===== src/sv/pq_pkg.sv =====
// ----------------------------------------------------------------------------
// pq_pkg
// Shared types and constants for the heap priority queue.
// ----------------------------------------------------------------------------
package pq_pkg;
    localparam int CAPACITY    = 64;
    localparam int VALUE_WIDTH = 32;
    localparam int AW          = $clog2(CAPACITY);
    localparam int CW          = $clog2(CAPACITY + 1);

    localparam logic [1:0] ACT_PUSH = 2'd0;
    localparam logic [1:0] ACT_POP  = 2'd1;

    localparam logic [1:0] ST_OK    = 2'd0;
    localparam logic [1:0] ST_FULL  = 2'd1;
    localparam logic [1:0] ST_EMPTY = 2'd2;

    localparam logic [0:0] REG_ORDER = 1'd0;

    typedef enum logic [3:0] {
        S_IDLE,
        S_UP_RD,
        S_UP_CMP,
        S_DN_RD0,
        S_DN_NEXT,
        S_DN_RDL,
        S_DN_RDR,
        S_DN_CMP,
        S_TOP_RD,
        S_TOP_WAIT,
        S_DONE
    } t_state;

    function automatic logic outranks(input logic min_first,
                                      input logic [VALUE_WIDTH-1:0] a,
                                      input logic [VALUE_WIDTH-1:0] b);
        outranks = min_first ? (a < b) : (a > b);
    endfunction
endpackage


===== src/sv/pq_ram.sv =====
// ----------------------------------------------------------------------------
// pq_ram
// Generic single-port synchronous RAM with registered read.
// ----------------------------------------------------------------------------
module pq_ram #(
    parameter int WIDTH = 32,
    parameter int DEPTH = 64
) (
    input  logic                     i_clk,
    input  logic                     i_we,
    input  logic [$clog2(DEPTH)-1:0] i_addr,
    input  logic [WIDTH-1:0]         i_wdata,
    output logic [WIDTH-1:0]         o_rdata
);
    logic [WIDTH-1:0] r_mem [DEPTH];

    always_ff @(posedge i_clk) begin
        if (i_we) begin
            r_mem[i_addr] <= i_wdata;
        end
        o_rdata <= r_mem[i_addr];
    end
endmodule


===== src/sv/priority_queue_core.sv =====
// ----------------------------------------------------------------------------
// priority_queue_core
// Bounded binary-heap priority queue, max-first or min-first.
// ----------------------------------------------------------------------------
// channel   direction  transfer when
// command   in         i_start && !o_busy (i_action, i_value)
// result    out        o_done, one cycle (o_top_value, o_not_empty, o_count, o_status)
// config    in         psel && penable && pwrite (pready always high)
//
// A report or refused command only reads the root. Push writes at the tail,
// then reads and compares each parent, plus a write when the value reaches
// the root. Pop reads the last entry, then reads each level's children and
// compares, going down after each swap. One RAM port serves all reads and
// writes. Reset clears state, count and order, not RAM. Results cannot be stalled.
// ----------------------------------------------------------------------------
module priority_queue_core (
    input  logic        i_clk,
    input  logic        i_rst_n,
    input  logic        i_start,
    input  logic [1:0]  i_action,
    input  logic [31:0] i_value,
    output logic        o_busy,
    output logic        o_done,
    output logic [31:0] o_top_value,
    output logic        o_not_empty,
    output logic [6:0]  o_count,
    output logic [1:0]  o_status,
    input  logic        psel,
    input  logic        penable,
    input  logic        pwrite,
    input  logic [1:0]  paddr,
    input  logic [31:0] pwdata,
    output logic [31:0] prdata,
    output logic        pready
);
    localparam int VW = pq_pkg::VALUE_WIDTH;
    localparam int AW = pq_pkg::AW;
    localparam int CW = pq_pkg::CW;

    pq_pkg::t_state r_state, n_state;
    logic [CW-1:0]  r_cnt, n_cnt;
    logic [AW-1:0]  r_pos, n_pos;
    logic [AW-1:0]  r_best, n_best;
    logic [VW-1:0]  r_cur, n_cur;
    logic [VW-1:0]  r_left, n_left;
    logic [1:0]     r_status, n_status;
    logic           r_min;
    logic [VW-1:0]  r_top, n_top;
    logic           r_done;

    logic           we;
    logic [AW-1:0]  addr;
    logic [VW-1:0]  wdata, rdata;

    pq_ram #(.WIDTH(VW), .DEPTH(pq_pkg::CAPACITY)) u_ram (
        .i_clk(i_clk), .i_we(we), .i_addr(addr), .i_wdata(wdata), .o_rdata(rdata)
    );

    assign pready = 1'b1;
    assign prdata = {31'd0, r_min};

    always_ff @(posedge i_clk) begin
        if (!i_rst_n) begin
            r_min <= 1'b0;
        end else if (psel && penable && pwrite && paddr[1:1] == pq_pkg::REG_ORDER) begin
            r_min <= pwdata[0];
        end
    end

    logic [AW:0] lidx, ridx;
    assign lidx = {r_pos, 1'b1};
    assign ridx = {r_pos, 1'b0} + (AW+1)'(2);

    always_ff @(posedge i_clk) begin
        if (!i_rst_n) begin
            r_state <= pq_pkg::S_IDLE;
            r_cnt   <= '0;
        end else begin
            r_state <= n_state;
            r_cnt   <= n_cnt;
        end
        r_pos    <= n_pos;
        r_best   <= n_best;
        r_cur    <= n_cur;
        r_left   <= n_left;
        r_status <= n_status;
        r_top    <= n_top;
    end

    always_comb begin
        n_state  = r_state;
        n_cnt    = r_cnt;
        n_pos    = r_pos;
        n_best   = r_best;
        n_cur    = r_cur;
        n_left   = r_left;
        n_status = r_status;
        n_top    = r_top;
        we       = 1'b0;
        addr     = '0;
        wdata    = r_cur;
        case (r_state)
            pq_pkg::S_IDLE: begin
                if (i_start && !r_done) begin
                    n_status = pq_pkg::ST_OK;
                    n_cur    = i_value[VW-1:0];
                    n_state  = pq_pkg::S_TOP_RD;
                    if (i_action == pq_pkg::ACT_PUSH) begin
                        if (r_cnt >= CW'(pq_pkg::CAPACITY)) begin
                            n_status = pq_pkg::ST_FULL;
                        end else begin
                            // write at tail, then walk up
                            n_pos   = r_cnt[AW-1:0];
                            n_cnt   = r_cnt + CW'(1);
                            we      = 1'b1;
                            addr    = r_cnt[AW-1:0];
                            wdata   = i_value[VW-1:0];
                            n_state = (r_cnt == '0) ? pq_pkg::S_TOP_RD : pq_pkg::S_UP_RD;
                        end
                    end else if (i_action == pq_pkg::ACT_POP) begin
                        if (r_cnt == '0) begin
                            n_status = pq_pkg::ST_EMPTY;
                        end else begin
                            n_cnt   = r_cnt - CW'(1);
                            addr    = AW'(r_cnt - CW'(1));
                            n_pos   = '0;
                            n_state = pq_pkg::S_DN_RD0;
                        end
                    end
                end
            end
            pq_pkg::S_UP_RD: begin
                addr    = AW'((r_pos - AW'(1)) >> 1);
                n_best  = addr;
                n_state = pq_pkg::S_UP_CMP;
            end
            pq_pkg::S_UP_CMP: begin
                if (pq_pkg::outranks(r_min, r_cur, rdata)) begin
                    // parent moves down; position written with cur later
                    we    = 1'b1;
                    addr  = r_pos;
                    wdata = rdata;
                    n_pos = r_best;
                    n_state = (r_best == '0) ? pq_pkg::S_TOP_WAIT : pq_pkg::S_UP_RD;
                end else begin
                    we = 1'b1;
                    addr = r_pos;
                    n_state = pq_pkg::S_TOP_RD;
                end
            end
            pq_pkg::S_DN_RD0: begin
                // last entry read data arrives; becomes the sifting value
                n_cur = rdata;
                if (lidx >= (AW+1)'(r_cnt)) begin
                    we = 1'b1; addr = r_pos; wdata = rdata;
                    n_state = pq_pkg::S_TOP_RD;
                end else begin
                    addr = lidx[AW-1:0];
                    n_state = pq_pkg::S_DN_RDL;
                end
            end
            pq_pkg::S_DN_NEXT: begin
                addr = lidx[AW-1:0];
                n_state = pq_pkg::S_DN_RDL;
            end
            pq_pkg::S_DN_RDL: begin
                n_left = rdata;
                n_best = lidx[AW-1:0];
                if (ridx < (AW+1)'(r_cnt)) begin
                    addr = ridx[AW-1:0];
                    n_state = pq_pkg::S_DN_RDR;
                end else begin
                    n_state = pq_pkg::S_DN_CMP;
                end
            end
            pq_pkg::S_DN_RDR: begin
                if (pq_pkg::outranks(r_min, rdata, r_left)) begin
                    n_left = rdata;
                    n_best = ridx[AW-1:0];
                end
                n_state = pq_pkg::S_DN_CMP;
            end
            pq_pkg::S_DN_CMP: begin
                we = 1'b1;
                addr = r_pos;
                if (pq_pkg::outranks(r_min, r_left, r_cur)) begin
                    wdata = r_left;
                    n_pos = r_best;
                    n_state = pq_pkg::S_TOP_WAIT;
                    if ({r_best, 1'b1} < (AW+1)'(r_cnt)) begin
                        // fetch the next left child while holding the hole position
                        n_state = pq_pkg::S_DN_NEXT;
                    end
                end else begin
                    wdata = r_cur;
                    n_state = pq_pkg::S_TOP_RD;
                end
            end
            pq_pkg::S_TOP_WAIT: begin
                // hole at r_pos gets the sifting value
                we = 1'b1;
                addr = r_pos;
                n_state = pq_pkg::S_TOP_RD;
            end
            pq_pkg::S_TOP_RD: begin
                addr = '0;
                n_state = pq_pkg::S_DONE;
            end
            pq_pkg::S_DONE: begin
                n_top = rdata;
                n_state = pq_pkg::S_IDLE;
            end
            default: n_state = pq_pkg::S_IDLE;
        endcase
    end

    // done is registered from the state in which the top read returns
    always_ff @(posedge i_clk) begin
        if (!i_rst_n) r_done <= 1'b0;
        else          r_done <= (r_state == pq_pkg::S_DONE);
    end

    assign o_busy      = (r_state != pq_pkg::S_IDLE) || r_done;
    assign o_done      = r_done;
    assign o_not_empty = (r_cnt != '0);
    assign o_count     = 7'(r_cnt);
    assign o_top_value = (r_cnt != '0) ? 32'(r_top) : 32'd0;
    assign o_status    = r_status;
endmodule

===== config.mk =====
export PLATFORM = sky130hd
export DESIGN_NAME = priority_queue_core
export DESIGN_NICKNAME = d
export VERILOG_FILES = /design/src/sv/pq_pkg.sv /design/src/sv/pq_ram.sv /design/src/sv/priority_queue_core.sv
export SDC_FILE = /design/constraint.sdc
export NUM_CORES = 2
export LEC_CHECK = 0
export BUFFER_PORTS_ARGS = -buffer_cell sky130_fd_sc_hd__buf_2
export CAP_MARGIN = 25
export CELL_PAD_IN_SITES_DETAIL_PLACEMENT = 0
export CELL_PAD_IN_SITES_GLOBAL_PLACEMENT = 1
export CORE_ASPECT_RATIO = 0.8
export CORE_UTILIZATION = 49
export DETAILED_ROUTE_END_ITERATION = 12
export PLACE_DENSITY_LB_ADDON = 0.1
export REMOVE_ABC_BUFFERS = 1
export SLEW_MARGIN = 0
export SYNTH_ARGS = -nofsm -noshare
export SYNTH_HDL_FRONTEND = slang
export SYNTH_HIERARCHICAL = 1
export SYNTH_SLANG_ARGS = --single-unit
export TNS_END_PERCENT = 20

===== constraint.sdc =====
create_clock -name i_clk -period 5.8 [get_ports i_clk]
set_input_delay 0.58 -clock i_clk [delete_from_list [all_inputs] [get_ports i_clk]]
set_output_delay 0.58 -clock i_clk [all_outputs]
set_load 0.01 [all_outputs]

## Yosys cells after proc, flatten, opt, wreduce, memory -nomap -nowiden

Memories as Yosys holds them, arrays and structs flattened. A register that Yosys moved wholly into a read port is not among the register bits.
Index checks and enable logic that the tools add are counted.

| word-level totals | value |
|---|---|
| memories kept | 1 |
| RAM bits | 2048 |
| logic and storage cells | 131 |
| bits in registers | 123 |
| output and inout bits | 77 |

Memory list:

| memory | depth | bits a word | rd ports | clocked after memory_dff | write ports | line | RTL |
|---|---|---|---|---|---|---|---|
| u_ram.r_mem | 64 | 32 | 1 | 1 | 1 | pq_ram.sv:15 | `logic [WIDTH-1:0] r_mem [DEPTH];` |

| operators by class | value |
|---|---|
| eq/ne operators | 20 |
| add/sub/neg operators | 4 |
| bitwise logic cells | 1 |
| order comparisons | 10 |
| reductions and logical operators | 24 |
| multiplexer cells | 61 |

Operators with widths:

| cell | count |
|---|---|
| 32-bit 2-to-1 mux | 9 |
| 32-bit case mux with 2 select lines | 2 |
| 32-bit case mux with 4 select lines | 1 |
| 32-bit > comparator | 3 |
| 32-bit less-than comparator | 3 |
| 6-bit 2-to-1 mux | 15 |
| 4-bit 2-to-1 mux | 11 |
| 4-bit case mux with 10 select lines | 1 |
| 6-bit case mux with 3 select lines | 2 |
| 6-bit case mux with 6 select lines | 1 |
| 7-bit 2-to-1 mux | 4 |
| 4-bit by 3-bit equality test with 1-bit output (second input constant) | 4 |
| 7-bit less-than comparator | 2 |
| 4-bit equality test (second input constant) | 3 |
| 2-bit inequality test (second input constant) | 6 |
| 1-bit 2-to-1 mux | 11 |
| 3-bit inequality test (second input constant) | 3 |
| 4-bit by 2-bit equality test with 1-bit output (second input constant) | 2 |
| 2-bit AND reduction | 4 |
| 7-bit by 1-bit adder with 7-bit output (second input constant) | 1 |
| 7-bit by 2-bit adder with 7-bit output (second input constant) | 1 |
| 7-bit greater-or-equal comparator | 1 |
| 7-bit greater-or-equal comparator (second input constant) | 1 |
| 7-bit zero test | 1 |
| other kinds (20) | 28 |

## Depth between registers and ports, before layout

| depth | value |
|---|---|
| word-level depth | 7 |
| depth in mapped cells | 22 |
| depth with buffers taken out | 16 |

## Modules after synthesis

Netlist, hierarchy kept.

By module, submodules not included:

| module | instances | cells an instance | area an instance (µm²) |
|---|---|---|---|
| pq_ram | 1 | 4541 | 78740.5 |
| priority_queue_core | 1 | 1033 | 9756.9 |

## Least setup slack after synthesis

Ideal clock, no wire load.

| path | value |
|---|---|
| kind | register to register |
| start point | reg r_pos[0] |
| end point | mem u_ram.r_mem[12][0], enable pin |
| period minus slack after synthesis | 5.708 ns |
| path slack | 0.092 ns |
| required time | 5.379 ns |
| arrival | 5.287 ns |
| cell stages (with the launch flop) | 21 |
| cell sequence | edfxtp_1 -> clkbuf_1 -> inv_1 -> ha_1 -> nand2b_1 -> a21boi_1 -> o21a_1 -> o21ai_1 -> a211o_1 -> nor2b_1 -> o32ai_1 -> a221o_1 -> buf_6 -> buf_6 -> buf_6 -> buf_4 -> buf_4 -> buf_2 -> buf_2 -> nand3_1 -> nor2_1 |

| between the ends | value |
|---|---|
| elaborated cells on any way between the ends | 11 |
| those cells by class | add/sub (2); order compare (2); mux (7) |

RTL lines:

| item | line | RTL |
|---|---|---|
| start, declared | priority_queue_core.sv:42 | `logic [AW-1:0] r_pos, n_pos;` |
| start signal, assigned | priority_queue_core.sv:82 | `r_pos <= n_pos;` |
| 7-bit by 2-bit adder with 7-bit output | priority_queue_core.sv:72 | `assign ridx = {r_pos, 1'b0} + (AW+1)'(2);` |
| 7-bit less-than comparator | priority_queue_core.sv:169 | `if (ridx < (AW+1)'(r_cnt)) begin` |
| 6-bit 2-to-1 mux | priority_queue_core.sv:169 |  |
| 6-bit case mux with 6 select lines (*) | priority_queue_core.sv:102 | `case (r_state)` |
| named net addr[2] | priority_queue_core.sv:52 | `logic [AW-1:0] addr;` |
| end, declared | pq_ram.sv:15 |  |

Mark *: on every way through the listed nets, which the timed path passes. The rest lies on a longest branch.

## Worst setup path after layout

| path | value |
|---|---|
| start point | reg r_pos[2] |
| end point | reg u_ram.o_rdata[9] (read register of u_ram.r_mem) |

| between the ends | value |
|---|---|
| cells in the longest elaborated chain, start to end | 4 |
| elaborated cells on any way between the ends | 7 |
| those cells by class | add/sub (2); order compare (2); mux (3) |

Ends and longest elaborated chain:

| item | line | RTL |
|---|---|---|
| 7-bit by 2-bit adder with 7-bit output | priority_queue_core.sv:72 |  |
| 7-bit less-than comparator | priority_queue_core.sv:169 |  |
| 6-bit 2-to-1 mux | priority_queue_core.sv:169 |  |
| 6-bit case mux with 6 select lines (*) | priority_queue_core.sv:102 |  |
| named net addr[1] | priority_queue_core.sv:52 |  |
| end, declared | pq_ram.sv:13 | `output logic [WIDTH-1:0] o_rdata` |

Marked as above.
A chain may end at the register's enable or synchronous reset.

==> impl_metrics.csv <==
group,metric,value,unit
run_status,status,"completed",
logic_synthesis,yosys.area.top_type,"edfxtp_1",
logic_synthesis,synth-edff-count,2158,
sta,finalHoldViolations,0,
sta,setup_viol,0,
placed_design,placed_area,0.0950,mm²
worst_setup_path,reg2regPathDepth,19,
logic_synthesis,synth_top_area_share,73.2,%
worst_setup_path,path_max_fanout,25,
cells_and_area,final_area,0.102,mm²
clocking,clk_pin_slew,60,ps
cells_and_area,area_growth,15.3,%
die,die_w,477,µm
clocking,cts_root_buf,"clkbuf_16",
global_routing,grt_max_degree,87,
logic_synthesis,synth-seq-area-share,74.2,%
sta,fmax,180,MHz
detailed_routing,drtIter0Drc,6529,
die,core-area,0.179,mm²
global_routing,antenna_found_initial,11,
worst_setup_path,cp_data_required_time,6520,ps
worst_setup_path,startpoint,"r_pos[2]",
worst_setup_path,critical_path_class,"reg -> reg",
detailed_routing,vias,54000,
clocking,cts_made_buffers,212,
worst_setup_path,end_kind,"flip-flop",
die,die_y,382,µm
detailed_routing,drc,0,
sta,drv_slew,0,
cells_and_area,nNetsFinal,6054,
logic_synthesis,synth_area,0.0885,mm²
die,top_level_ports,151,
sta,rsz0062_at_grt,"no",
placed_design,dp.cells,8042,
sta,max_slew_margin,33.5,%
logic_synthesis,synthArstFlopShare,0,%
power,p_leak,33.1,nW
power,powerDensity,584,mW/mm²
cells_and_area,final_cell_mix,"edfxtp_1 (2,158), a221oi_1 (318), a22oi_1 (301), buf_4 (260), o21ai_0 (256)",
placed_design,pre_cts_slack,-5.76,ps
sta,fin_crit,5560,ps
placed_design,port-buffer-count,86,
power,total_power,59.5,mW
worst_setup_path,timing.rr.start,"r_pos[2]",
detailed_routing,vias_per_cell,6.38,
worst_setup_path,ff2ff_setup_slack,240,ps
clocking,cts_tree,"yes",
placed_design,dpl.hpwl,159000,µm
cells_and_area,layout-drive-gt1-share,17.0,%
sta,worst_pin_slew,987,ps
logic_synthesis,yosysWarningCount,6,
die,die_area,0.182,mm²
die,row_count,139,
detailed_routing,drt-met1-wl,118000,µm
run,cap_violations,0,
placed_design,gp_congestion,0.884,
die,start_util,49.3,%
global_routing,grt_overflow,0,
global_routing,grtUsageTotal,29.2,%
worst_setup_path,crit_path_end,"u_ram/o_rdata[9]",
logic_synthesis,yosysUniqueCellTypes,79,
global_routing,grt_pass1_wl,381000,µm
logic_synthesis,ys_ff_latch,2203,
cells_and_area,final-instance-count-excl-fill,8458,
logic_synthesis,synth_area_leaders,"edfxtp_1 (73%), a221oi_1 (3.1%), mux2i_1 (2.6%)",
sta,fin_skew,66.6,ps
worst_setup_path,worst-endpoint-arrival,6280,ps
detailed_routing,wl,269000,µm
cells_and_area,nFillCells,14100,
detailed_routing,dr.pass1.iters,7,
logic_synthesis,syn_avg_cell_area,15.9,µm²
clocking,post_cts_buffers,0,
sta,worst_slack,236,ps
clocking,worstSkewPairLatency,890,ps
logic_synthesis,synthCells,5574,
min_path,hp-class,"in -> reg",
power,peakVddDrop,0.511,mV
detailed_routing,final_antenna_net_count,0,
clocking,cts.sinks,2203,
cells_and_area,final_common_cell,"edfxtp_1",
clocking,cts.path.max_buffers,3,
worst_setup_path,r2r_end,"u_ram/o_rdata[9]",
worst_setup_path,startpoint_type,"flip-flop",
detailed_routing,wl_met3,23900,µm
detailed_routing,wl_met2,120000,µm
logic_synthesis,synthFlopType,"edfxtp_1",
clocking,h-tree-depth,4,
detailed_routing,topRoutingLayerUsed,"met5",
sta,min_period_over_period,95.9,%
global_routing,grt_pass1_vias,50900,
detailed_routing,wl_per_cell,31.8,µm
how the worst min path moves through the flow:
stage	to	start	slack [ps]	depth (start not counted)
floorplan	r_left[0]	u_ram/o_rdata[0]	470	0
global placement	r_pos[0]	r_best[0]	590	2
detailed placement	r_left[20]	u_ram/o_rdata[20]	590	0
CTS	r_cur[10]	i_value[10]	8	3
global route	r_cur[4]	i_value[4]	30	3
finish	r_cur[6]	i_value[6]	50	3
report_power, final:
part,internal (mW),total [mW],switching [mW]
logic,6.91,23.0,16.1
clock network,7.60,13.7,6.10
registers,22.1,22.8,0.689
total,36.6,59.5,22.9
area by class of cell:
class | instances | area, µm² | share of cell area, %
tap | 2397 | 3000 | 2.94
multi-input combinational | 2852 | 21000 | 20.6
timing repair buffer | 472 | 4880 | 4.78
clock buffer | 270 | 5700 | 5.58
inverter | 121 | 459 | 0.450
antenna | 14 | 35.0 | 0.0343
sequential | 2203 | 65700 | 64.4
clock inverter | 129 | 1200 | 1.17
per-stage QoR:
| stage | hold slack, ps | util, % | setup TNS [ps] |
|---|---|---|---|
| floorplan | 475 | - | - |
| global placement | 590 | 52.9 | 0 |
| detailed placement | 595 | 52.9 | -5.76 |
| CTS | 8.33 | 56.8 | 0 |
| global route | 25.4 | 56.8 | 0 |
| finish | 50.9 | 56.8 | 0 |
state kept, by name, indices dropped and copies added (netlist names):
signal and count:
r_left 32, o_count 7, u_ram/r_mem 2048, r_top 32, r_state 4, o_status 2
r_best 6, u_ram/o_rdata 32, r_pos 6, r_cur 32, o_done 1, r_min 1
Yosys cell counts (all sizes together), types with 26 or more instances:
| master | n |
|---|---|
| a221o | 41 |
| a22o | 72 |
| a31oi | 45 |
| a221oi | 322 |
| nor2b | 48 |
| buf | 243 |
| o2bb2ai | 34 |
| mux4 | 29 |
| ha | 118 |
| nor3 | 43 |
| nand2 | 231 |
| a21oi | 120 |
| o21ai | 266 |
| mux2i | 230 |
| inv | 119 |
| mux2 | 66 |
| clkbuf | 185 |
| nand3 | 57 |
| nor2 | 300 |
| dfxtp | 45 |
| o22ai | 129 |
| edfxtp | 2158 |
| nand4 | 32 |
| o221ai | 26 |
| a211oi | 37 |
| or3 | 26 |
| a22oi | 301 |
layer usage:
layer  vias up  GRT usage [%]
li1      23100              -
met1     28000           43.8
met2      2530           43.6
met3       333           5.29
met4         2           8.10
met5         -              0
critical path, cell delays in order, from the launching register on:
cell,delay [ps]
edfxtp_1,680
nand3_1,160
xor2_1,380
inv_1,120
ha_1,290
o21ai_0,80
a211o_1,310
nand3_1,200
o221ai_1,160
a221o_4,450
buf_12,210
and2_4,290
buf_12,210
buf_4,200
a22oi_1,190
o22ai_1,110
o21ai_2,330
nand3_1,310
buf_4,270
or3_1,420
logic make-up after synthesis:
kind of cell | synth area share [%]
AO/OA/AOI/OAI | 12.6
XOR/XNOR | 0.148
adder cells (fa/ha/maj) | 1.67
buffers and inverters | 2.86
flip-flops | 74.2
multiplexers | 4.18
other | 0.00849
AND/OR/NAND/NOR | 4.33
repair_timing:
action / CTS / global route
resized for setup: 0 / 4
endpoints found under the setup margin: 0 / 2
hold buffers: 1 / 0
hold endpoints to repair: 1 / 0
Note: power is estimated with default switching activity, not from simulation.
